`src/hdl/utcldt_pkg.sv`:
```
// ----------------------------------------------------------------------------
// utcldt_pkg
// Shared types, constants and calendar helpers for the UTC to local date and
// time converter.
// ----------------------------------------------------------------------------
package utcldt_pkg;

    // Offset register: quarter hours biased by 48, clamped at +14:00
    localparam logic [7:0]  OFFSET_ZERO_BIASED = 8'd48;
    localparam logic [7:0]  OFFSET_MAX_BIASED  = 8'd104;

    localparam int unsigned MINUTES_PER_HOUR   = 60;
    localparam int unsigned MINUTES_PER_DAY    = 1440;
    localparam int unsigned QUARTER_MINUTES    = 15;

    // floor(w / 60) == (w * 1093) >> 16 for every w below one day
    localparam logic [10:0] RECIP_60           = 11'd1093;
    localparam int unsigned RECIP_SHIFT        = 16;

    localparam logic [11:0] YEAR_FIRST         = 12'd2000;
    localparam logic [11:0] YEAR_LAST          = 12'd2099;

    localparam logic [3:0]  MONTH_JAN          = 4'd1;
    localparam logic [3:0]  MONTH_FEB          = 4'd2;
    localparam logic [3:0]  MONTH_DEC          = 4'd12;
    localparam logic [4:0]  DAYS_IN_DEC        = 5'd31;
    localparam logic [4:0]  HOURS_HALF_DAY     = 5'd12;

    typedef struct packed {
        logic [11:0] utc_year;
        logic [3:0]  utc_month;
        logic [4:0]  utc_day;
        logic [4:0]  utc_hour;
        logic [5:0]  utc_minute;
    } in_word_t;

    typedef struct packed {
        logic [4:0]  local_hour;
        logic [5:0]  local_minute;
        logic [3:0]  hour_12;
        logic        is_pm;
        logic [11:0] local_year;
        logic [3:0]  local_month;
        logic [4:0]  local_day;
        logic        date_valid;
    } out_word_t;

    // Days in a month; zero for a month code outside January to December
    function automatic logic [4:0] month_len(input logic [3:0] month, input logic leap);
        logic [4:0] len;
        unique case (month) inside
            4'd1, 4'd3, 4'd5, 4'd7, 4'd8, 4'd10, 4'd12: len = 5'd31;
            4'd4, 4'd6, 4'd9, 4'd11:                    len = 5'd30;
            MONTH_FEB:                                  len = leap ? 5'd29 : 5'd28;
            default:                                    len = 5'd0;
        endcase
        return len;
    endfunction

endpackage

```
`src/hdl/utc_to_local_date_time.sv`:
```
// ----------------------------------------------------------------------------
// utc_to_local_date_time
// Converts a UTC year, month, day, hour and minute into local time using a
// programmed offset in quarter hours (biased by 48, clamped at 104). Gives
// 24-hour and 12-hour local time, and the local date moved by at most one
// day using Gregorian month lengths; date fields read zero with date_valid
// low whenever the input or the shifted date falls outside 2000 to 2099 or
// is not a real calendar date. Two register stages: a word is taken into
// the input register and its result is then registered in the output
// register; one word is accepted every cycle while the output side keeps
// taking results. Write cfg_wdata only while the pipeline is empty.
// ----------------------------------------------------------------------------
module utc_to_local_date_time
    import utcldt_pkg::*;
(
    input  logic      clk,
    input  logic      rst_n,

    input  logic      cfg_we,
    input  logic [7:0] cfg_wdata,

    input  logic      in_valid,
    output logic      in_stall,
    input  in_word_t  in_data,

    output logic      out_valid,
    input  logic      out_stall,
    output out_word_t out_data
);

    logic [7:0] utc_offset_biased_reg;

    logic       s1_valid_reg;
    in_word_t   s1_reg;
    logic       out_valid_reg;
    out_word_t  out_reg;

    logic       out_adv;
    logic       s1_load;

    // Time path
    logic [7:0]         offset_clamped;
    logic signed [7:0]  offset_qh;
    logic signed [10:0] offset_min;
    logic [10:0]        utc_mod;
    logic signed [12:0] sum;
    logic [10:0]        wrapped;
    logic [21:0]        recip_prod;
    logic [4:0]         h24;
    logic [10:0]        h24_min;
    logic [5:0]         minute;
    logic [4:0]         h12_raw;
    logic               pm;
    logic               day_fwd;
    logic               day_back;

    // Date path
    logic [11:0] y;
    logic [3:0]  m;
    logic [4:0]  d;
    logic        leap;
    logic [4:0]  mlen;
    logic        in_date_ok;
    logic [11:0] y_new;
    logic [3:0]  m_new;
    logic [4:0]  d_new;
    logic        date_ok;

    out_word_t   out_next;

    // ------------------------------------------------------------------
    // Handshake
    // ------------------------------------------------------------------
    assign out_adv   = !out_valid_reg || !out_stall;
    assign in_stall  = s1_valid_reg && !out_adv;
    assign s1_load   = in_valid && !in_stall;
    assign out_valid = out_valid_reg;
    assign out_data  = out_reg;

    always_ff @(posedge clk or negedge rst_n)
    begin
        if (!rst_n)
        begin
            utc_offset_biased_reg <= OFFSET_ZERO_BIASED;
            s1_valid_reg          <= 1'b0;
            out_valid_reg         <= 1'b0;
        end
        else
        begin
            if (cfg_we)
            begin
                utc_offset_biased_reg <= cfg_wdata;
            end
            if (!in_stall)
            begin
                s1_valid_reg <= in_valid;
            end
            if (out_adv)
            begin
                out_valid_reg <= s1_valid_reg;
            end
        end
    end

    always_ff @(posedge clk)
    begin
        if (s1_load)
        begin
            s1_reg <= in_data;
        end
        if (out_adv && s1_valid_reg)
        begin
            out_reg <= out_next;
        end
    end

    // ------------------------------------------------------------------
    // Minute of day and local time
    // ------------------------------------------------------------------
    always_comb
    begin
        offset_clamped = (utc_offset_biased_reg > OFFSET_MAX_BIASED) ?
                         OFFSET_MAX_BIASED : utc_offset_biased_reg;
        offset_qh      = $signed(offset_clamped - OFFSET_ZERO_BIASED);
        offset_min     = 11'(offset_qh * 11'sd15);
        utc_mod        = 11'(s1_reg.utc_hour * 11'(MINUTES_PER_HOUR))
                       + 11'(s1_reg.utc_minute);
        sum            = $signed({2'b00, utc_mod}) + 13'(offset_min);

        day_back = sum[12];
        day_fwd  = !sum[12] && (sum >= 13'sd1440);

        // Sum spans just under two days above zero and half a day below
        if (day_back)
        begin
            wrapped = 11'(sum + 13'sd1440);
        end
        else if (sum >= 13'sd2880)
        begin
            wrapped = 11'(sum - 13'sd2880);
        end
        else if (day_fwd)
        begin
            wrapped = 11'(sum - 13'sd1440);
        end
        else
        begin
            wrapped = 11'(sum);
        end

        recip_prod = {11'd0, wrapped} * {11'd0, RECIP_60};
        h24        = recip_prod[RECIP_SHIFT +: 5];
        h24_min    = 11'(h24 * 11'(MINUTES_PER_HOUR));
        minute     = 6'(wrapped - h24_min);
        pm         = (h24 >= HOURS_HALF_DAY);
        h12_raw    = pm ? (h24 - HOURS_HALF_DAY) : h24;
    end

    // ------------------------------------------------------------------
    // Local date, moved by at most one day
    // ------------------------------------------------------------------
    always_comb
    begin
        y    = s1_reg.utc_year;
        m    = s1_reg.utc_month;
        d    = s1_reg.utc_day;
        // Century years other than 2000 fall outside the valid range anyway
        leap = (y[1:0] == 2'b00);
        mlen = month_len(m, leap);

        in_date_ok = (y >= YEAR_FIRST) && (y <= YEAR_LAST) && (mlen != 5'd0)
                   && (d != 5'd0) && (d <= mlen);

        y_new = y;
        m_new = m;
        d_new = d;
        if (day_fwd)
        begin
            if (d < mlen)
            begin
                d_new = d + 5'd1;
            end
            else
            begin
                d_new = 5'd1;
                if (m == MONTH_DEC)
                begin
                    m_new = MONTH_JAN;
                    y_new = y + 12'd1;
                end
                else
                begin
                    m_new = m + 4'd1;
                end
            end
        end
        else if (day_back)
        begin
            if (d > 5'd1)
            begin
                d_new = d - 5'd1;
            end
            else if (m > MONTH_JAN)
            begin
                m_new = m - 4'd1;
                d_new = month_len(m - 4'd1, leap);
            end
            else
            begin
                m_new = MONTH_DEC;
                y_new = y - 12'd1;
                d_new = DAYS_IN_DEC;
            end
        end

        // A valid date stays a real date; only the year can leave the range
        date_ok = in_date_ok && (y_new >= YEAR_FIRST) && (y_new <= YEAR_LAST);
    end

    always_comb
    begin
        out_next.local_hour   = h24;
        out_next.local_minute = minute;
        out_next.hour_12      = (h12_raw == 5'd0) ? 4'd12 : h12_raw[3:0];
        out_next.is_pm        = pm;
        out_next.local_year   = date_ok ? y_new : 12'd0;
        out_next.local_month  = date_ok ? m_new : 4'd0;
        out_next.local_day    = date_ok ? d_new : 5'd0;
        out_next.date_valid   = date_ok;
    end

    // ------------------------------------------------------------------
    // Assertions
    // ------------------------------------------------------------------
    a_stall_only_when_full: assert property (@(posedge clk) disable iff (!rst_n)
        in_stall |-> s1_valid_reg)
        else $error("input stalled with an empty input register");

    a_word_advances: assert property (@(posedge clk) disable iff (!rst_n)
        (s1_valid_reg && out_adv) |=> out_valid_reg)
        else $error("word in the input register did not reach the output");

    a_time_in_range: assert property (@(posedge clk) disable iff (!rst_n)
        out_valid_reg |-> (out_reg.local_hour < 5'd24) && (out_reg.local_minute < 6'd60))
        else $error("local time outside one day");

    a_twelve_hour: assert property (@(posedge clk) disable iff (!rst_n)
        out_valid_reg |-> (out_reg.hour_12 >= 4'd1) && (out_reg.hour_12 <= 4'd12)
                          && (out_reg.is_pm == (out_reg.local_hour >= 5'd12)))
        else $error("12-hour form disagrees with local hour");

    a_invalid_date_zero: assert property (@(posedge clk) disable iff (!rst_n)
        (out_valid_reg && !out_reg.date_valid) |->
            (out_reg.local_year == 12'd0) && (out_reg.local_month == 4'd0)
            && (out_reg.local_day == 5'd0))
        else $error("invalid date carries non-zero date fields");

endmodule
```
`config.mk`:
```
export PLATFORM = sky130hd
export DESIGN_NAME = utc_to_local_date_time
export DESIGN_NICKNAME = d
export VERILOG_FILES = /design/src/hdl/utcldt_pkg.sv /design/src/hdl/utc_to_local_date_time.sv
export SDC_FILE = /design/constraint.sdc
export NUM_CORES = 1
export LEC_CHECK = 0
export BUFFER_PORTS_ARGS = -buffer_cell sky130_fd_sc_hd__buf_2
export CORE_ASPECT_RATIO = 2
export CORE_MARGIN = 5
export CORE_UTILIZATION = 60
export DETAILED_ROUTE_END_ITERATION = 8
export PLACE_DENSITY_LB_ADDON = 0.12
export SYNTH_ARGS = -nofsm -noshare
export SYNTH_HDL_FRONTEND = slang
export SYNTH_SLANG_ARGS = --single-unit
```
`constraint.sdc`:
```
create_clock -name clk -period 13.95 [get_ports clk]
set_input_delay 1.395 -clock clk [delete_from_list [all_inputs] [get_ports clk]]
set_output_delay 1.395 -clock clk [all_outputs]
set_load 0.005 [all_outputs]
```
# Word-level counts from Yosys, hierarchy flattened
# Index checks and enable logic that the tools add are counted.
# word_totals
input_bits,45
ff_bits,80
word_cells,119
# op_classes
add_sub_neg,14
order_cmp,12
n_reduce_logical,24
muxes,25
eq_ne,24
multipliers,4
# op_table
cell,n
12-bit 2-to-1 mux,6
4-bit == test (second input constant),10
11-bit 2-to-1 mux,3
4-bit by 3-bit == test with 1-bit output (second input constant),8
5-bit 2-to-1 mux,6
5-bit one-hot mux with 3 select lines,2
12-bit by 11-bit >= comparator with 1-bit output (second input constant),2
12-bit <= comparator (second input constant),2
4-bit 2-to-1 mux,6
11-bit subtractor (second input constant),2
11-bit by 11-bit multiplier with 21-bit output (second input constant),1
4-bit by 2-bit == test with 1-bit output (second input constant),4
7-bit OR reduction,2
12-bit by 11-bit adder with 13-bit output,1
13-bit by 12-bit >= comparator with 1-bit output (second input constant),1
13-bit >= comparator (second input constant),1
12-bit by 1-bit adder with 12-bit output (second input constant),1
12-bit by 1-bit subtractor with 12-bit output (second input constant),1
11-bit adder (second input constant),1
11-bit by 6-bit adder with 11-bit output,1
8-bit by 5-bit multiplier with 11-bit output (second input constant),1
1-bit logical AND,10
5-bit nonzero test,2
5-bit by 4-bit multiplier with 9-bit output (second input constant),1
other kinds (22),28

# Logic depth before layout (Yosys ltp)
# depth
word_depth,14
depth_mapped,53
ltp_nobuf,52

# Worst setup path before layout
# No wires, ideal clock.
# synth_timing
kind,flip-flop to flip-flop
start,reg utc_offset_biased_reg[1]
end,reg out_reg (netlist bit out_data[32]) (data pin)
path_slack_ps,2671
required_ps,13683
period_less_slack_ps,11279
arrival_time_ps,11011
n_path_buf,2
stages_incl_launch_ff,47
path_cell_list,dfrtp_1 -> clkbuf_1 -> or3_1 -> a21oi_1 -> nor2_1 -> or3_1 -> o21a_1 -> ha_1 -> xnor2_1 -> fa_1 -> inv_1 -> ha_1 -> o21ai_0 -> nand2_1 -> xor2_1 -> ha_1 -> inv_1 -> o311ai_1 -> [11 not listed] -> ha_1 -> ha_1 -> a21o_1 -> a21oi_1 -> nand2_1 -> o311ai_0 -> nand2_1 -> a21oi_1 -> xnor2_1 -> xor2_1 -> ha_1 -> ha_1 -> inv_1 -> ha_1 -> a21oi_1 -> xnor2_1 -> xnor2_1 -> xnor2_1
# synth_between
elab_chain_len,13
elab_cells_between_ends,18
# synth_lines
element,line_no,rtl
start: declaration,utc_to_local_date_time.sv:31,logic [7:0] utc_offset_biased_reg;
start signal: assignment,utc_to_local_date_time.sv:92,utc_offset_biased_reg <= cfg_wdata;
8-bit by 7-bit greater-than comparator with 1-bit output,utc_to_local_date_time.sv:122,offset_clamped = (utc_offset_biased_reg > OFFSET_MAX_BIASED) ?
8-bit 2-to-1 mux *,utc_to_local_date_time.sv:122,
8-bit by 6-bit subtractor with 8-bit output *,utc_to_local_date_time.sv:124,offset_qh = $signed(offset_clamped - OFFSET_ZERO_BIASED);
8-bit by 5-bit multiplier with 11-bit output *,utc_to_local_date_time.sv:125,offset_min = 11'(offset_qh * 11'sd15);
12-bit by 11-bit adder with 13-bit output *,utc_to_local_date_time.sv:128,"sum = $signed({2'b00, utc_mod}) + 13'(offset_min);"
13-bit by 12-bit >= comparator with 1-bit output or 1-bit zero test (tied branches),utc_to_local_date_time.sv:131,day_fwd = !sum[12] && (sum >= 13'sd1440);
1-bit logical AND,utc_to_local_date_time.sv:131,
11-bit 2-to-1 mux,utc_to_local_date_time.sv:142,else if (day_fwd)
11-bit 2-to-1 mux,utc_to_local_date_time.sv:138,else if (sum >= 13'sd2880)
11-bit 2-to-1 mux *,utc_to_local_date_time.sv:134,if (day_back)
11-bit by 11-bit multiplier with 21-bit output,utc_to_local_date_time.sv:151,"recip_prod = {11'd0, wrapped} * {11'd0, RECIP_60};"
5-bit by 4-bit multiplier with 4-bit output,utc_to_local_date_time.sv:153,h24_min = 11'(h24 * 11'(MINUTES_PER_HOUR));
6-bit subtractor *,utc_to_local_date_time.sv:154,minute = 6'(wrapped - h24_min);
named net minute[5],utc_to_local_date_time.sv:51,logic [5:0] minute;
end signal: assignment,utc_to_local_date_time.sv:113,out_reg <= out_next;
end: declaration,utc_to_local_date_time.sv:36,out_word_t out_reg;
# The timed path passes the listed nets; every way through them passes the cells marked *.
# A chain may end at the register's enable or synchronous reset.

# Final worst setup path
# layout_timing
start,reg utc_offset_biased_reg[4]
end,reg out_reg (netlist bit out_data[32]) (data pin)
# The elaborated chain is that of the path after synthesis.

==> results by stage <==
Yosys:
- Summed over all instances, the cell type with the most area after synthesis is sky130_fd_sc_hd__edfxtp_1.
- The total number of yosys warnings is 0.
- Sorting the synthesized cells by area gives the leading types as sky130_fd_sc_hd__edfxtp_1, sky130_fd_sc_hd__ha_1, sky130_fd_sc_hd__fa_1, sky130_fd_sc_hd__xnor2_1, sky130_fd_sc_hd__inv_1.
- The number of enable-type register cells in the synthesized netlist is 70.
- The synthesized design contains 80 register bits.
- The number of unique standard cell types used by synthesis is 78.
- Synthesis produced a netlist whose cell count is 857.
- The fraction of post-synthesis cell area in the top cell type by area is 0.256.
- The share of flip-flops with an asynchronous set or reset is 0.125.
- The share of synthesized area occupied by flip-flops and latches is 0.287.
- For this run, the leading register cell type out of synthesis is sky130_fd_sc_hd__edfxtp_1.
- In this run the cell area of the synthesized design comes to 8210 sq um.
- The synthesized netlist net count is 1052.
- The synthesized area per cell is 9.58 sq um.

STA:
- The hold violation total from the final report is 0.
- The maximum clock frequency is 78.9 MHz.
- Clock skew on the completed layout was measured at 0.0138 ns.
- The worst path needs 12.67 ns of the cycle, external delays included.
- The worst-margin pin slew is 1.24 ns.
- The post-route clock period utilization is 0.908.
- The final-layout setup total negative slack is 0 ns.
- Setup violations remaining at the end of the flow were counted as 0.
- The worst slew margin relative to its limit is 0.153.
- The max-slew violation total from the final report is 0.
- Setup repair after global routing left no endpoint under its margin.

Clock network:
- The total clock buffers created by CTS is 9.
- After clock tree synthesis, the setup repair step added 0 buffers.
- TritonCTS built the clock tree.
- Clock-pin slew was measured on the worst setup and hold paths at 0.07 ns.
- The tree built by TritonCTS fans out to 80 sinks.
- The number of buffers added to fix hold violations after cts is 0.
- CTS placed an instance of sky130_fd_sc_hd__clkbuf_16 at the clock tree root.
- The H-tree was split into 3 levels.
- The clock insertion delay at the later pin of the skew report is 0.35 ns.
- The clock tree buffer depth is 2.
- In this run, post-CTS repair resized a total of 0 instances.

Cells and area:
- The number of nets in the finished design is 1125.
- The final standard cell utilization of the core is 0.674.
- The number of flip-flops in the largest register is 38.
- Of the cells placed in the final design, the portion with a size suffix greater than 1 is 0.155.
- The area added between synthesis and finish is 10.3%.
- Summing all multi-input logic gate instances after layout gives 5410 sq um.
- The number of antenna diodes is 0.
- The footprint of the flip-flops and latches is 2350 sq um.
- After filler insertion, the fill cell instance count of the layout stands at 1060.
- With fillers left out, the area of the finished cells amounts to 9050 sq um.

Detailed routing:
- The final route contains 6644 vias.
- The number of iterations in the first detailed-routing pass is 5.
- The number of design rule violations left after detail routing is 0.
- The routed length per instance is 16.9 microns.
- The detail route stage leaves a number of antenna-violating nets equal to 0.
- The ratio of routed vias to standard cells is 6.10.
- The violation count after the first detailed-route iteration is 341.
- The final routed wirelength across all metal layers is 18.5 mm.

Floorplanning:
- The floorplan step defined a core boundary enclosing 13400 sq um.
- Measured along the y axis, the die boundary spans 175 microns.
- The floorplan has 60 rows.
- The die is 92.7 microns wide.
- The die covers 16300 sq um.
- For this configuration, the core starts out at a cell density of 0.611.
- In this run the count of I/O pins placed on the die edge is 85.

Setup path:
- The slowest cell on the critical path is sky130_fd_sc_hd__o311ai_1.
- The kind of end point of the critical path is a register.
- In this design, the stage delay of the slowest critical-path cell is 1.00 ns.
- The worst setup path is of the reg2reg kind.
- At the worst endpoint, the required time is 14.02 ns.
- The worst reg-to-reg setup slack is 1.28 ns.
- The dominant cell type by count on the critical path is sky130_fd_sc_hd__ha_1.
- The peak fanout along the critical path is 15.
- The number of cells on the worst reg-to-reg path is 47.
- The data arrival time of the critical path is 12.74 ns.
- The worst setup path is launched from a register.

Run:
- The number of maximum-capacitance violations is 0.

Global routing:
- For this run, the total global-route usage over all layers was measured as 0.230.
- After global routing the overflow that remains totals 0.
- The via count of the first global-routing pass is 6899.
- The number of antenna violations at the first check in global routing came to 0.
- The largest net degree at the start of global routing is 39.
- The first global-routing pass estimated 30.2 mm of wire.

Placed design:
- The placed wire-length estimate after detailed placement is 15.0 mm.
- The area of placed instances is 8730 sq um.
- The weighted congestion at the end of routability-driven global placement is 0.925.
- In this run the tool buffered the top-level ports with 84 buffer cells.

Status:
- The run finished with clean final reports.

Worst hold path:
- The min-delay analysis places its worst path in the category reg2reg.
- Counting instances, the worst hold path has a depth of 1.
==> cell usage after synthesis, drive strengths merged (13+ instances only) <==
master,number
inv,92
fa,23
nor3,28
nor2,61
nand2,51
xor2,21
a21oi,50
nand3,22
edfxtp,70
xnor2,49
clkbuf,17
ha,127
nor2b,13
o21ai,31
==> critical path: cells and delay by family (launching register included) <==
family	cells	cell delay (ns)
compound gates	13	4.65
xor+xnor	7	1.33
fa+ha+maj	12	4.03
buf+inv	6	0.62
flops	1	0.62
simple gates	9	1.14
==> cells in the final DEF, fill, tap and decap left out, types with 6 or more instances in the layout <==
cell type,count
sky130_fd_sc_hd__ha_1,127
sky130_fd_sc_hd__and2_1,10
sky130_fd_sc_hd__clkbuf_16,9
sky130_fd_sc_hd__mux2_2,12
sky130_fd_sc_hd__a31oi_1,6
sky130_fd_sc_hd__nor3_1,25
sky130_fd_sc_hd__a211oi_1,8
sky130_fd_sc_hd__xor2_1,21
sky130_fd_sc_hd__or3_1,9
sky130_fd_sc_hd__edfxtp_1,70
sky130_fd_sc_hd__fa_1,23
sky130_fd_sc_hd__o21ai_0,29
sky130_fd_sc_hd__o21bai_1,7
sky130_fd_sc_hd__buf_2,84
sky130_fd_sc_hd__nand2_1,51
sky130_fd_sc_hd__o21a_1,8
sky130_fd_sc_hd__nor2b_1,13
sky130_fd_sc_hd__nand3_1,22
sky130_fd_sc_hd__nor2_1,61
sky130_fd_sc_hd__o211ai_1,11
sky130_fd_sc_hd__dfrtp_1,8
sky130_fd_sc_hd__and3_1,10
sky130_fd_sc_hd__inv_1,92
sky130_fd_sc_hd__a21o_1,12
sky130_fd_sc_hd__a21oi_1,49
sky130_fd_sc_hd__xnor2_1,47
==> cell families (layout without fill, tap and decap cells) <==
group	count (synthesis)	after routing	share of synthesized area
and+or+nand+nor	240	240	0.149
xor gates and xnor gates	71	71	0.0794
adders and majority gates	150	150	0.250
buffers and inverters	115	193	0.0558
AOI/OAI and AO/OA	184	184	0.156
DFF	80	80	0.287
muxes	17	17	0.0226
==> final timing paths <==
path,startpoint,end
worst min-delay path,s1_valid_reg$_DFFE_PN0N_,out_valid$_DFFE_PN0N_
min in group asynchronous,rst_n,utc_offset_biased_reg[6]$_DFFE_PN0P_
worst max-delay path,utc_offset_biased_reg[4]$_DFFE_PN1P_,out_data[32]$_DFFE_PP_
worst max register to register,utc_offset_biased_reg[4]$_DFFE_PN1P_,out_data[32]$_DFFE_PP_
worst min register to register,s1_valid_reg$_DFFE_PN0N_,out_valid$_DFFE_PN0N_
max in group asynchronous,rst_n,utc_offset_biased_reg[5]$_DFFE_PN1P_
==> metrics by stage <==
step	cells	hold slack [ns]	worst slack, ns
2_1_floorplan	857	0.443	2.67
3_3_place_gp	1074	0.466	1.71
3_5_place_dp	1074	0.486	1.39
4_1_cts	1090	0.505	1.33
5_1_grt	1090	0.545	0.324
6_report	1090	0.498	1.28
==> layout make-up <==
cell class                 instances  area share
multi-input combinational        662       0.598
sequential                        80       0.260
timing repair buffer              85      0.0473
inverter                          92      0.0381
clock buffer                      10      0.0253
tap                              155      0.0214
clock inverter                     6      0.0102
==> per-layer routing <==
metal,track usage,vias up,share of wire
met4,0.114,0,0.038
li1,-,3229,-
met3,0.0279,47,0.039
met2,0.468,206,0.58
met1,0.214,3162,0.34
met5,0,-,0
Power is left out: the tool's default activity adds up to more than one toggle a clock period on the data nets, which glitch-free logic cannot reach.
